==> config.mk <==
export PLATFORM = sky130hd
export DESIGN_NAME = market_tick_line_parser
export DESIGN_NICKNAME = d
export VERILOG_FILES = /design/src/rtl/core/mtlp_pkg.sv /design/src/rtl/core/mtlp_cfg_regs.sv /design/src/rtl/core/mtlp_field_accum.sv /design/src/rtl/core/mtlp_out_reg.sv /design/src/rtl/core/market_tick_line_parser.sv
export SDC_FILE = /design/constraint.sdc
export NUM_CORES = 1
export LEC_CHECK = 0
export ABC_AREA = 1
export BUFFER_PORTS_ARGS = -buffer_cell sky130_fd_sc_hd__buf_2
export CAP_MARGIN = 0
export CORE_MARGIN = 2
export CORE_UTILIZATION = 53
export CTS_CLUSTER_DIAMETER = 30
export DETAILED_ROUTE_END_ITERATION = 8
export HOLD_SLACK_MARGIN = 0.15
export PLACE_DENSITY = 0.71
export SLEW_MARGIN = 5
export SYNTH_ARGS = -nofsm -noshare
export SYNTH_HDL_FRONTEND = slang
export SYNTH_SLANG_ARGS = --single-unit
==> constraint.sdc <==
create_clock -name clk -period 17.5 [get_ports clk]
set_input_delay 3.5 -clock clk [delete_from_list [all_inputs] [get_ports clk]]
set_output_delay 3.5 -clock clk [all_outputs]
set_load 0.05 [all_outputs]
==> src/rtl/core/mtlp_pkg.sv <==
// Shared types, constants and helper functions for the trade tick line parser.
// No dependencies; every module of the block imports this package.
package mtlp_pkg;

  localparam int PRICE_FRACTION_DIGITS = 4;

  localparam int CHAR_W   = 8;
  localparam int COL_W    = 8;
  localparam int DATE_W   = 27;
  localparam int HOUR_W   = 7;
  localparam int MINUTE_W = 7;
  localparam int SEC_W    = 27;
  localparam int PRICE_W  = 37;
  localparam int VOLUME_W = 31;
  localparam int CFG_W    = 5;
  localparam int FRAC_W   = 3;
  localparam int DIGIT_W  = 4;
  localparam int POW_W    = 20;
  localparam int TERM_W   = DIGIT_W + POW_W;

  // Sum widths: accumulator times ten plus one weighted digit.
  localparam int SEC_SUM_W    = SEC_W + 4;
  localparam int PRICE_SUM_W  = PRICE_W + 4;
  localparam int VOLUME_SUM_W = VOLUME_W + 4;

  localparam int OUT_DATA_W = DATE_W + HOUR_W + MINUTE_W + SEC_W + PRICE_W + VOLUME_W;

  localparam logic [SEC_W-1:0]    SECOND_MAX = 27'd99999999;
  localparam logic [PRICE_W-1:0]  PRICE_MAX  = 37'd99999999999;
  localparam logic [VOLUME_W-1:0] VOLUME_MAX = 31'h7FFF_FFFF;

  localparam logic [FRAC_W-1:0] SEC_FRAC_DIGITS   = 3'd6;
  localparam logic [FRAC_W-1:0] PRICE_FRAC_DIGITS = FRAC_W'(PRICE_FRACTION_DIGITS);

  localparam logic [CHAR_W-1:0] CHAR_ZERO  = 8'h30;
  localparam logic [CHAR_W-1:0] CHAR_NINE  = 8'h39;
  localparam logic [CHAR_W-1:0] CHAR_COMMA = 8'h2C;
  localparam logic [CHAR_W-1:0] CHAR_POINT = 8'h2E;

  localparam logic [COL_W-1:0] COL_DATE        = 8'd0;
  localparam logic [COL_W-1:0] COL_DATE_LAST   = 8'd7;
  localparam logic [COL_W-1:0] COL_HOUR        = 8'd9;
  localparam logic [COL_W-1:0] COL_HOUR_LAST   = 8'd10;
  localparam logic [COL_W-1:0] COL_MINUTE      = 8'd12;
  localparam logic [COL_W-1:0] COL_MINUTE_LAST = 8'd13;
  localparam logic [COL_W-1:0] COL_SECOND      = 8'd15;
  localparam logic [COL_W-1:0] COL_SECOND_LAST = 8'd23;
  localparam logic [COL_W-1:0] COL_PRICE       = 8'd25;
  localparam logic [COL_W-1:0] COL_MAX         = 8'd255;

  localparam logic REG_OPEN_HOUR  = 1'b0;
  localparam logic REG_CLOSE_HOUR = 1'b1;

  localparam logic [CFG_W-1:0] OPEN_HOUR_RESET  = 5'd9;
  localparam logic [CFG_W-1:0] CLOSE_HOUR_RESET = 5'd16;

  typedef enum logic [3:0] {
    PH_TIME   = 4'b0001,
    PH_PRICE  = 4'b0010,
    PH_VOLUME = 4'b0100,
    PH_DONE   = 4'b1000
  } phase_t;

  typedef struct packed {
    logic [DATE_W-1:0]   date;
    logic [HOUR_W-1:0]   hour;
    logic [MINUTE_W-1:0] minute;
    logic [SEC_W-1:0]    second;
    logic [PRICE_W-1:0]  price;
    logic [VOLUME_W-1:0] volume;
  } line_fields_t;

  typedef struct packed {
    logic [CFG_W-1:0] open_hour;
    logic [CFG_W-1:0] close_hour;
  } hour_window_t;

  function automatic logic [POW_W-1:0] pow10(input logic [FRAC_W-1:0] k);
    case (k)
      3'd0:    pow10 = 20'd1;
      3'd1:    pow10 = 20'd10;
      3'd2:    pow10 = 20'd100;
      3'd3:    pow10 = 20'd1000;
      3'd4:    pow10 = 20'd10000;
      3'd5:    pow10 = 20'd100000;
      3'd6:    pow10 = 20'd1000000;
      default: pow10 = '0;
    endcase
  endfunction

endpackage

==> src/rtl/core/mtlp_cfg_regs.sv <==
// Hour window registers of the tick line parser, written through a plain write port.
// Depends on mtlp_pkg.
module mtlp_cfg_regs (
  input  logic                          clk,
  input  logic                          rst,
  input  logic                          cfg_we,
  input  logic                          cfg_addr,
  input  logic [mtlp_pkg::CFG_W-1:0]    cfg_data,
  output mtlp_pkg::hour_window_t        window
);
  import mtlp_pkg::*;

  hour_window_t window_q;

  always_ff @(posedge clk) begin
    if (rst) begin
      window_q.open_hour  <= OPEN_HOUR_RESET;
      window_q.close_hour <= CLOSE_HOUR_RESET;
    end else if (cfg_we) begin
      case (cfg_addr)
        REG_OPEN_HOUR:  window_q.open_hour  <= cfg_data;
        REG_CLOSE_HOUR: window_q.close_hour <= cfg_data;
        default: ;
      endcase
    end
  end

  assign window = window_q;

endmodule

==> src/rtl/core/mtlp_field_accum.sv <==
// Column tracking and field accumulators of the tick line parser.
// One character is folded into the accumulators per transaction. Depends on mtlp_pkg.
module mtlp_field_accum (
  input  logic                          clk,
  input  logic                          rst,
  input  logic                          fire,
  input  logic [mtlp_pkg::CHAR_W-1:0]   line_char,
  input  logic                          end_of_line,
  output mtlp_pkg::line_fields_t        fields_next
);
  import mtlp_pkg::*;

  logic [COL_W-1:0]  column_count;
  logic [COL_W-1:0]  column_count_next;
  line_fields_t      acc;
  line_fields_t      acc_next;
  logic [FRAC_W-1:0] second_fraction_seen;
  logic [FRAC_W-1:0] second_fraction_seen_next;
  logic [FRAC_W-1:0] price_fraction_seen;
  logic [FRAC_W-1:0] price_fraction_seen_next;
  phase_t            field_phase;
  phase_t            field_phase_next;
  logic              field_stopped;
  logic              field_stopped_next;

  logic                    is_digit;
  logic [DIGIT_W-1:0]      digit;
  logic [FRAC_W-1:0]       sec_idx;
  logic [TERM_W-1:0]       sec_term;
  logic [SEC_SUM_W-1:0]    sec_base;
  logic [SEC_SUM_W-1:0]    sec_sum;
  logic [SEC_W-1:0]        sec_sat;
  logic [FRAC_W-1:0]       price_idx;
  logic [TERM_W-1:0]       price_term;
  logic [PRICE_SUM_W-1:0]  price_base;
  logic [PRICE_SUM_W-1:0]  price_sum;
  logic [PRICE_W-1:0]      price_sat;
  logic [VOLUME_SUM_W-1:0] volume_sum;
  logic [VOLUME_W-1:0]     volume_sat;
  logic [CHAR_W-1:0]       char_offset;

  assign is_digit    = line_char inside {[CHAR_ZERO:CHAR_NINE]};
  assign char_offset = line_char - CHAR_ZERO;
  assign digit       = char_offset[DIGIT_W-1:0];

  // Whole digits shift the value up a decade and enter at the units weight;
  // fraction digits enter at a falling weight without a shift.
  always_comb begin
    sec_idx  = (second_fraction_seen == '0) ? SEC_FRAC_DIGITS
                                            : SEC_FRAC_DIGITS - second_fraction_seen;
    sec_term = TERM_W'(digit) * TERM_W'(pow10(sec_idx));
    sec_base = (second_fraction_seen == '0)
             ? (SEC_SUM_W'(acc.second) << 3) + (SEC_SUM_W'(acc.second) << 1)
             : SEC_SUM_W'(acc.second);
    sec_sum  = sec_base + SEC_SUM_W'(sec_term);
    sec_sat  = (sec_sum > SEC_SUM_W'(SECOND_MAX)) ? SECOND_MAX : sec_sum[SEC_W-1:0];

    price_idx  = (price_fraction_seen == '0) ? PRICE_FRAC_DIGITS
                                             : PRICE_FRAC_DIGITS - price_fraction_seen;
    price_term = TERM_W'(digit) * TERM_W'(pow10(price_idx));
    price_base = (price_fraction_seen == '0)
               ? (PRICE_SUM_W'(acc.price) << 3) + (PRICE_SUM_W'(acc.price) << 1)
               : PRICE_SUM_W'(acc.price);
    price_sum  = price_base + PRICE_SUM_W'(price_term);
    price_sat  = (price_sum > PRICE_SUM_W'(PRICE_MAX)) ? PRICE_MAX
                                                       : price_sum[PRICE_W-1:0];

    volume_sum = (VOLUME_SUM_W'(acc.volume) << 3) + (VOLUME_SUM_W'(acc.volume) << 1)
               + VOLUME_SUM_W'(digit);
    volume_sat = (volume_sum > VOLUME_SUM_W'(VOLUME_MAX)) ? VOLUME_MAX
                                                          : volume_sum[VOLUME_W-1:0];
  end

  always_comb begin
    acc_next                  = acc;
    second_fraction_seen_next = second_fraction_seen;
    price_fraction_seen_next  = price_fraction_seen;
    field_phase_next          = field_phase;
    field_stopped_next        = field_stopped;
    column_count_next         = (column_count == COL_MAX) ? column_count : column_count + 1'b1;

    if (field_phase == PH_TIME) begin
      if (column_count inside {COL_DATE, COL_HOUR, COL_MINUTE, COL_SECOND, COL_PRICE}) begin
        field_stopped_next = 1'b0;
      end
      if (column_count == COL_PRICE) begin
        field_phase_next = PH_PRICE;
      end else if (column_count <= COL_DATE_LAST) begin
        if (!field_stopped_next) begin
          if (is_digit) acc_next.date = DATE_W'(acc.date * 10 + DATE_W'(digit));
          else          field_stopped_next = 1'b1;
        end
      end else if (column_count inside {[COL_HOUR:COL_HOUR_LAST]}) begin
        if (!field_stopped_next) begin
          if (is_digit) acc_next.hour = HOUR_W'(acc.hour * 10 + HOUR_W'(digit));
          else          field_stopped_next = 1'b1;
        end
      end else if (column_count inside {[COL_MINUTE:COL_MINUTE_LAST]}) begin
        if (!field_stopped_next) begin
          if (is_digit) acc_next.minute = MINUTE_W'(acc.minute * 10 + MINUTE_W'(digit));
          else          field_stopped_next = 1'b1;
        end
      end else if (column_count inside {[COL_SECOND:COL_SECOND_LAST]}) begin
        if (!field_stopped_next) begin
          if (is_digit) begin
            if (second_fraction_seen == '0) begin
              acc_next.second = sec_sat;
            end else if (second_fraction_seen <= SEC_FRAC_DIGITS) begin
              acc_next.second           = sec_sat;
              second_fraction_seen_next = second_fraction_seen + 1'b1;
            end
          end else if (line_char == CHAR_POINT && second_fraction_seen == '0) begin
            second_fraction_seen_next = FRAC_W'(1);
          end else begin
            field_stopped_next = 1'b1;
          end
        end
      end
    end

    // The price column itself is parsed in the same transaction that leaves the time phase.
    if (field_phase_next == PH_PRICE) begin
      if (line_char == CHAR_COMMA) begin
        field_phase_next = PH_VOLUME;
      end else if (!field_stopped_next) begin
        if (is_digit) begin
          if (price_fraction_seen == '0) begin
            acc_next.price = price_sat;
          end else if (price_fraction_seen <= PRICE_FRAC_DIGITS) begin
            acc_next.price           = price_sat;
            price_fraction_seen_next = price_fraction_seen + 1'b1;
          end
        end else if (line_char == CHAR_POINT && price_fraction_seen == '0) begin
          price_fraction_seen_next = FRAC_W'(1);
        end else begin
          field_stopped_next = 1'b1;
        end
      end
    end else if (field_phase_next == PH_VOLUME) begin
      if (is_digit) acc_next.volume = volume_sat;
      else          field_phase_next = PH_DONE;
    end
  end

  always_ff @(posedge clk) begin
    if (rst || (fire && end_of_line)) begin
      column_count         <= '0;
      acc                  <= '0;
      second_fraction_seen <= '0;
      price_fraction_seen  <= '0;
      field_phase          <= PH_TIME;
      field_stopped        <= 1'b0;
    end else if (fire) begin
      column_count         <= column_count_next;
      acc                  <= acc_next;
      second_fraction_seen <= second_fraction_seen_next;
      price_fraction_seen  <= price_fraction_seen_next;
      field_phase          <= field_phase_next;
      field_stopped        <= field_stopped_next;
    end
  end

  assign fields_next = acc_next;

endmodule

==> src/rtl/core/mtlp_out_reg.sv <==
// Result register of the tick line parser: captures the finished fields and the
// hour window check at line end and holds them until taken. Depends on mtlp_pkg.
module mtlp_out_reg (
  input  logic                          clk,
  input  logic                          rst,
  input  logic                          load,
  input  mtlp_pkg::line_fields_t        fields_next,
  input  mtlp_pkg::hour_window_t        window,
  input  logic                          take,
  output logic                          out_valid,
  output mtlp_pkg::line_fields_t        fields,
  output logic                          tick_valid
);
  import mtlp_pkg::*;

  logic in_window;

  assign in_window = (fields_next.hour > HOUR_W'(window.open_hour))
                  && (fields_next.hour < HOUR_W'(window.close_hour))
                  && (fields_next.price != '0)
                  && (fields_next.volume != '0);

  always_ff @(posedge clk) begin
    if (rst) begin
      out_valid <= 1'b0;
    end else if (load) begin
      out_valid <= 1'b1;
    end else if (take) begin
      out_valid <= 1'b0;
    end
  end

  always_ff @(posedge clk) begin
    if (load) begin
      fields     <= fields_next;
      tick_valid <= in_window;
    end
  end

endmodule

==> src/rtl/core/market_tick_line_parser.sv <==
// Top level of the trade tick line parser: character stream in, one tick record out
// per line. Depends on mtlp_pkg, mtlp_cfg_regs, mtlp_field_accum and mtlp_out_reg.
//
//   channel   | direction | contents
//   s_t*      | in        | tdata[7:0] line_char, tlast end_of_line
//   m_t*      | out       | tdata: date, hour, minute, second_micros, price, volume
//             |           | tuser: tick_valid
//   cfg_*     | in        | write of open_hour (index 0) or close_hour (index 1)
//
// One character per clock cycle while s_tready is high; the accumulator update is the only step per character.
// A tick record appears on the output in the cycle after the transaction carrying tlast.
// Reset is synchronous and leaves the block ready for column 0 of a new line.
// Input is stalled only while a finished record waits and m_tready is low.
module market_tick_line_parser (
  input  logic                               clk,
  input  logic                               rst,
  input  logic                               s_tvalid,
  output logic                               s_tready,
  input  logic [7:0]                         s_tdata,  // [7:0] line_char
  input  logic                               s_tlast,  // end_of_line
  output logic                               m_tvalid,
  input  logic                               m_tready,
  // [26:0] trade_date, [33:27] trade_hour, [40:34] trade_minute,
  // [67:41] second_micros, [104:68] price_scaled, [135:105] trade_volume
  output logic [mtlp_pkg::OUT_DATA_W-1:0]    m_tdata,
  output logic                               m_tuser,  // [0] tick_valid
  input  logic                               cfg_we,
  input  logic                               cfg_addr,
  input  logic [mtlp_pkg::CFG_W-1:0]         cfg_data
);
  import mtlp_pkg::*;

  hour_window_t window;
  line_fields_t fields_next;
  line_fields_t fields;
  logic         fire;

  assign s_tready = !m_tvalid || m_tready;
  assign fire     = s_tvalid && s_tready;

  mtlp_cfg_regs u_cfg (
    .clk      (clk),
    .rst      (rst),
    .cfg_we   (cfg_we),
    .cfg_addr (cfg_addr),
    .cfg_data (cfg_data),
    .window   (window)
  );

  mtlp_field_accum u_accum (
    .clk         (clk),
    .rst         (rst),
    .fire        (fire),
    .line_char   (s_tdata),
    .end_of_line (s_tlast),
    .fields_next (fields_next)
  );

  mtlp_out_reg u_out (
    .clk         (clk),
    .rst         (rst),
    .load        (fire && s_tlast),
    .fields_next (fields_next),
    .window      (window),
    .take        (m_tready),
    .out_valid   (m_tvalid),
    .fields      (fields),
    .tick_valid  (m_tuser)
  );

  assign m_tdata = {fields.volume, fields.price, fields.second,
                    fields.minute, fields.hour, fields.date};

endmodule
==> reports/results.tsv, run 1 <==
metric	value	unit
outcome	finished, final reports clean	
FILL cells	5246	
core area	56060	um^2
crit-path max FO	32	
CTS max path bufs	3	
Skew-Pair Late Insertion Delay	0.63	ns
Post-DRT Antenna Nets	0	
PostCTS Resize Cnt	0	
highest cell delay on the worst timing path	0.68	ns
largest net degree at the start of global routing	130	
post-DP HPWL	64180	um
clock sink count	303	
starting density of the core	53.27	%
diode count	0	
dpl ws	6.501	ns
fraction of the mapped netlist area in simple logic gates	25.96	%
NumNets Final	4886	
dpl cells	5145	
synthesized flop and latch total	303	
final hold vios	0	
period utilization	59.62	%
Synth Area in Adders	19.52	%
Worst EP arrival	10.76	ns
hold buffers post-CTS	0	
PnR worst setup slack	7.066	ns
Crit Path Category	input pin to flop	
num ports	159	
die height	241.4	um
1st-pass router iterations	6	
largest family of logic cells by synthesized area	simple AND/OR/NAND/NOR gates	
aggregate global routing overflow	0	
Die ar.	58260	um^2
FMAX	0.09584	GHz
Tightest Pin Transition	1.234	ns
most frequent CP cell	nand2_1	
total CTS buffers	75	
maximum vdd drop	0.00006928	V
Leak	17.91	nW
# rows	87	
global-route wire length before repair	134800	um
Synth Area in XOR/XNOR	3.951	%
Layout Utilization	60.60	%
initial antenna violation count	0	
sequential share of the synthesized area	24.90	%
Synth Flop Type	dfxtp_1	
Power Density	87.77	nW/um^2
Critical-path top delay cell	nor2_4	
vias in the first global route	26820	
Post-synth EDFFs	137	
mux cell area share after synthesis	0.3017	%
First DRT Iteration DRCs	1977	
Ys Warns	0	
CP endpoint kind	flop	
CTS H-tree lvls	3	
drt wl/cell	15.82	um
CTS clk-pin slew, worst paths	0.05	ns
RSZ-0062 raised after global routing	no	
Worst Clk Skew	0.04043	ns
Final min period	10.43	ns
area growth from synthesis to layout	13.76	%
Mapped Area	29860	um^2
CTS tree	built	
Root Driver	clkbuf_16	
vias per cell	5.306	
setup TNS	0	ns
final non-filler cell total	5284	
number of port buffers	158	
ys async rst share	0	%
final setup fails	0	
syn avg cell area	6.916	um^2
Synth Area in Compound Gates	13.55	%
slew margin rel.	17.76	%
# DRC	0	
share of layout cells above drive strength 1	10.03	%
Setup Fix Bufs, Post-CTS	0	
unique cell type count in the Yosys netlist	61	
drt total wl	83590	um
CP Launch Type	input pin	
Hold/Removal Path Class	flop to flop	
gpl congestion	0.9475	
max-slew violation count	0	
via count of the routed design	28040	
GRT Util Overall	28.88	%
chip width	241.4	um
required time of the critical path	17.83	ns
Post-Syn Nets	4738	
Gate Count Post-Synth	4318	
MaxCap Viol Count	0	
[kinds of logic (layout without fill, tap and decap cells)]
logic type / Yosys count / count (layout)
buffers and inverters: 924 / 1134
flip-flops: 303 / 303
AO/OA/AOI/OAI: 750 / 750
XOR/XNOR: 133 / 133
multiplexers: 9 / 9
adder cells (fa/ha/maj): 400 / 400
AND/OR/NAND/NOR: 1799 / 1799
[stage by stage]
| step | hold WS (ns) | power (mW) | instance area (um^2) |
|---|---|---|---|
| 4_1_cts | 0.4607 | 2.992 | 33970 |
| 2_1_floorplan | 0.4347 | 1.380 | 29860 |
| 3_5_place_dp | 0.4538 | 1.550 | 31340 |
| 5_1_grt | 0.4803 | 3.130 | 33970 |
| 6_report | 0.4578 | 2.982 | 33970 |
| 3_3_place_gp | 0.4494 | 1.545 | 31340 |
[critical path, delay by kind of cell]
kind	cells	cell delay [ns]
AND/OR/NAND/NOR	21	3.57
adder cells (fa/ha/maj)	4	1.89
buffers and inverters	6	0.98
AO/OA/AOI/OAI	2	0.57
XOR/XNOR	1	0.17
[Yosys cell counts, drive strengths merged (2+ instances only)]
cell type  instances  area (um^2)
a221oi             2        17.52
o311ai             2        17.52
a21o               6        45.04
xnor2             51        446.7
o21ai            319         1619
mux2i              9        90.09
nor2             433         1712
nor3              39        220.2
o21bai            15        116.4
fa               110         2202
a21boi            11        82.57
a211oi             4        30.03
or2               37        231.5
nand3b            21        170.2
o211ai            12        90.09
o22ai              5        31.28
o221ai             8        70.07
o31ai              4        30.03
clkinv             4        15.01
a21oi            331         1683
edfxtp           137         4114
nand4             84        525.5
buf               26        152.6
dfxtp            166         3323
nand3            199         1066
ha               290         3628
nand2            968         3711
inv              813         3052
a31oi             17        106.4
o21a              10        75.07
nor3b              3        22.52
xor2              82        733.2
clkbuf            81        305.3
nor4              13        81.33
[worst paths after layout]
path / startpoint / to / slack, ns / cells past startpoint
worst max-delay path: s_tdata[1] / u_out.tick_valid / 7.07 / 34
worst max register to register: u_accum.price_fraction_seen[1] / u_out.tick_valid / 8.41 / 44
worst min-delay path: u_cfg.window[9] / u_cfg.window[9] / 0.46 / 2
worst min register to register: u_cfg.window[9] / u_cfg.window[9] / 0.46 / 2
[power by group]
group / switching [mW] / internal [mW]
combinational: 0.505 / 0.228
clock: 0.486 / 0.945
sequential: 0.0320 / 0.784
[routing by layer]
| metal | GRT usage [%] | wire [um] |
|---|---|---|
| met1 | 38.08 | 37850 |
| met3 | 4.068 | 4435 |
| met4 | 11.04 | 2792 |
| met2 | 48.02 | 38510 |
| met5 | 0 | 0 |
[sequential cells by signal, summed over array words and instances (netlist names)]
signal / count
u_accum.field_stopped: 1
u_out.tick_valid: 1
u_accum.field_phase: 4
u_accum.price_fraction_seen: 3
u_cfg.window: 10
u_accum.column_count: 8
u_out.out_valid: 1
u_accum.acc: 136
u_out.fields: 136
u_accum.second_fraction_seen: 3
[cells in the final DEF, fill, tap and decap left out, types with 84 or more instances in the layout]
cell type  count
nand3_1      185
buf_2        158
fa_1         110
dfxtp_1      166
nand4_1       84
o21ai_0      295
a21oi_1      324
nor2_1       411
nand2_1      937
inv_1        790
ha_1         290
edfxtp_1     137
[layout make-up]
class / count / area (um^2) / area share [%]
multi-input cells: 3091 / 18930 / 55.73
inverters: 817 / 3078 / 9.060
clock buffers: 85 / 1934 / 5.694
well taps: 756 / 945.9 / 2.784
repair buffers: 178 / 940.9 / 2.770
flip-flops and latches: 303 / 7437 / 21.89
clock inverters: 54 / 703.2 / 2.070
Power figures use the tool's default switching activity.
==> run 2: changes to the inputs <==
--- a/config.mk
+++ b/config.mk
@@ -13,7 +13,7 @@
 export CTS_CLUSTER_DIAMETER = 30
 export DETAILED_ROUTE_END_ITERATION = 8
 export HOLD_SLACK_MARGIN = 0.15
-export PLACE_DENSITY = 0.71
+export PLACE_DENSITY = 0.73
 export SLEW_MARGIN = 5
 export SYNTH_ARGS = -nofsm -noshare
 export SYNTH_HDL_FRONTEND = slang
==> constraint.sdc (replaced) <==
create_clock -name clk -period 8.81 [get_ports clk]
set_input_delay 1.762 -clock clk [delete_from_list [all_inputs] [get_ports clk]]
set_output_delay 1.762 -clock clk [all_outputs]
set_load 0.05 [all_outputs]
==> run 2 against run 1 <==
  * Combinational power grew 100%
  * Worst hold slack gained 0.0078 ns
  * Global-route usage increased by 0.15 points
  * Clock-buffer cell count rose by 1
  * Sequential share of layout area fell by 0.21 points
  * Cell area up 0.96%
  * Worst setup slack lost 6.4 ns
  * Critical path depth grew 10
  * Register-to-register slack got worse by 7.8 ns
  * Sequential power up 99%
  * Die area did not move
  * Critical endpoint unchanged
==> reports/results.tsv, run 2 (synthesized netlist as in run 1, its figures left out) <==
metric	value	unit	change
outcome	finished, final reports clean		
worst r2r path cells	44		unchanged
diode count	0		unchanged
required time of the critical path	9.16	ns	-8.67 ns
clock sink count	303		unchanged
FILL cells	5115		-2.5%
global-route wire length before repair	135500	um	+0.52%
# rows	87		unchanged
largest net degree at the start of global routing	138		+6.2%
Critical-path top delay cell	fa_1		
MaxCap Viol Count	0		unchanged
post-DP HPWL	63490	um	-1.1%
initial antenna violation count	3		+3
core area	56060	um^2	unchanged
final setup fails	0		unchanged
crit-path max FO	32		unchanged
Worst EP arrival	8.53	ns	-2.23 ns
CTS clk-pin slew, worst paths	0.05	ns	about the same
num ports	159		unchanged
final hold vios	0		unchanged
vias per cell	5.305		about the same
First DRT Iteration DRCs	2104		+6.4%
most frequent cells in the layout	nand2_1, inv_1, nor2_1		
CTS tree	built		
Root Driver	clkbuf_16		
total power	6.140	mW	+110%
area growth from synthesis to layout	14.86	%	
Hold/Removal Path Class	flop to flop		
area of the multi-input gates	18950	um^2	about the same
chip width	241.4	um	unchanged
vias in the first global route	26840		+0.071%
Final min period	8.186	ns	
Layout Utilization	61.18	%	+0.58 points
aggregate global routing overflow	0		unchanged
Leak	18.06	nW	+0.86%
NumNets Final	4903		+0.35%
gpl congestion	1.012		+6.8%
Die ar.	58260	um^2	unchanged
GRT Util Overall	29.03	%	+0.15 points
starting density of the core	53.27	%	unchanged
drt wl/cell	15.75	um	-0.41%
Power Density	179.0	nW/um^2	+100%
period utilization	92.91	%	
hold buffers post-CTS	0		unchanged
drt total wl	83560	um	about the same
hold path startpoint	u_cfg.window[6]		
Worst R2R Start	u_accum.price_fraction_seen[1]		
max-slew violation count	0		unchanged
highest cell delay on the worst timing path	0.55	ns	-0.13 ns
CP endpoint kind	flop		
maximum vdd drop	0.0001586	V	+130%
Tightest Pin Transition	1.140	ns	-0.09345 ns
total CTS buffers	77		+2.7%
slew margin rel.	23.29	%	+5.5 points
Skew-Pair Late Insertion Delay	0.63	ns	about the same
1st-pass router iterations	8		+2
most common cell after layout, fill and taps aside	nand2_1		
hold path endpoint	u_cfg.window[6]		
CTS H-tree lvls	3		unchanged
hold_ws	0.4656	ns	+0.007843 ns
reg2reg setup slack	0.62	ns	-7.79 ns
CP Launch Type	flop		
# DRC	0		unchanged
Reg area	7437	um^2	unchanged
hold path depth	2		unchanged
Worst Clk Skew	0.04817	ns	+0.007734 ns
setup TNS	0	ns	unchanged
CTS max path bufs	3		unchanged
die height	241.4	um	unchanged
most frequent CP cell	nand2_1		
via count of the routed design	28140		+0.36%
FMAX	0.1222	GHz	
Crit Path Category	flop to flop		
number of port buffers	158		unchanged
R2R Path End	u_out.tick_valid		
share of layout cells above drive strength 1	10.51	%	+0.48 points
Post-DRT Antenna Nets	0		unchanged
==> run 2: cell count changes in the layout (fill, tap and decap cells not counted), moves of 3 or more <==
| cell | delta |
|---|---|
| bufinv_16 | +5 |
| clkinv_2 | -4 |
| buf_4 | +13 |
| clkinv_8 | -3 |
| clkinvlp_4 | +5 |
| clkbuf_16 | +4 |
==> run 2: worst max path at each step <==
| stage | endpoint | cells past startpoint | slack, ns | startpoint |
|---|---|---|---|---|
| 6_report | u_out.tick_valid | 44 | 0.62 | u_accum.price_fraction_seen[1] |
| 5_1_grt | u_out.tick_valid | 46 | -0.07 | u_accum.price_fraction_seen[1] |
| 4_1_cts | u_out.tick_valid | 43 | 0.68 | u_accum.price_fraction_seen[1] |
| 3_5_place_dp | u_out.tick_valid | 32 | 0.47 | s_tdata[2] |
| 3_3_place_gp | u_out.tick_valid | 32 | 0.58 | s_tdata[2] |
| 2_1_floorplan | u_out.tick_valid | 47 | 1.40 | u_accum.price_fraction_seen[1] |
==> run 2: per-stage QoR <==
step	setup slack, ns	cells	instance area, um^2
6_report	0.6245	5304	34300
5_1_grt	-0.06968	5304	34300
4_1_cts	0.6825	5302	34260
3_5_place_dp	0.4653	5158	31440
3_3_place_gp	0.5829	5158	31440
2_1_floorplan	1.403	4318	29860
==> run 2: layout make-up <==
| type | count | area share (%) |
|---|---|---|
| clock buffers | 86 | 5.869 |
| clock inverters | 58 | 2.335 |
| inverters | 817 | 8.970 |
| multi-input cells | 3091 | 55.24 |
| flip-flops and latches | 303 | 21.68 |
| well taps | 756 | 2.758 |
| repair buffers | 193 | 3.144 |
==> run 2: timing repair <==
action / 4_1_cts / 5_1_grt
gates resized for setup: 0 / 2
setup endpoints to repair: 0 / 1
setup buffers: 0 / 2
==> run 2: routing by layer <==
layer / part of all wire, % / global-route usage (%) / wire [um] / vias to the layer above
li1: - / - / - / 14260
met1: 45 / 38.01 / 37490 / 12920
met2: 47 / 48.96 / 39010 / 782
met3: 5.2 / 3.794 / 4377 / 171
met4: 3.2 / 10.83 / 2688 / 0
met5: 0 / 0 / 0 / -
==> run 2: critical path: cells and delay by family (launching register included) <==
family	cells	cell delay (ns)
fa+ha+maj	6	2.51
buf+inv	8	0.79
flops	1	0.40
simple gates	29	4.09
compound gates	1	0.14
==> run 2: power breakdown <==
| part | switching [mW] | total, mW | internal, mW | leakage, nW |
|---|---|---|---|---|
| combinational | 1.01 | 1.47 | 0.463 | 14.1 |
| sequential | 0.0632 | 1.62 | 1.56 | 2.66 |
| clock | 0.967 | 3.05 | 2.08 | 1.34 |
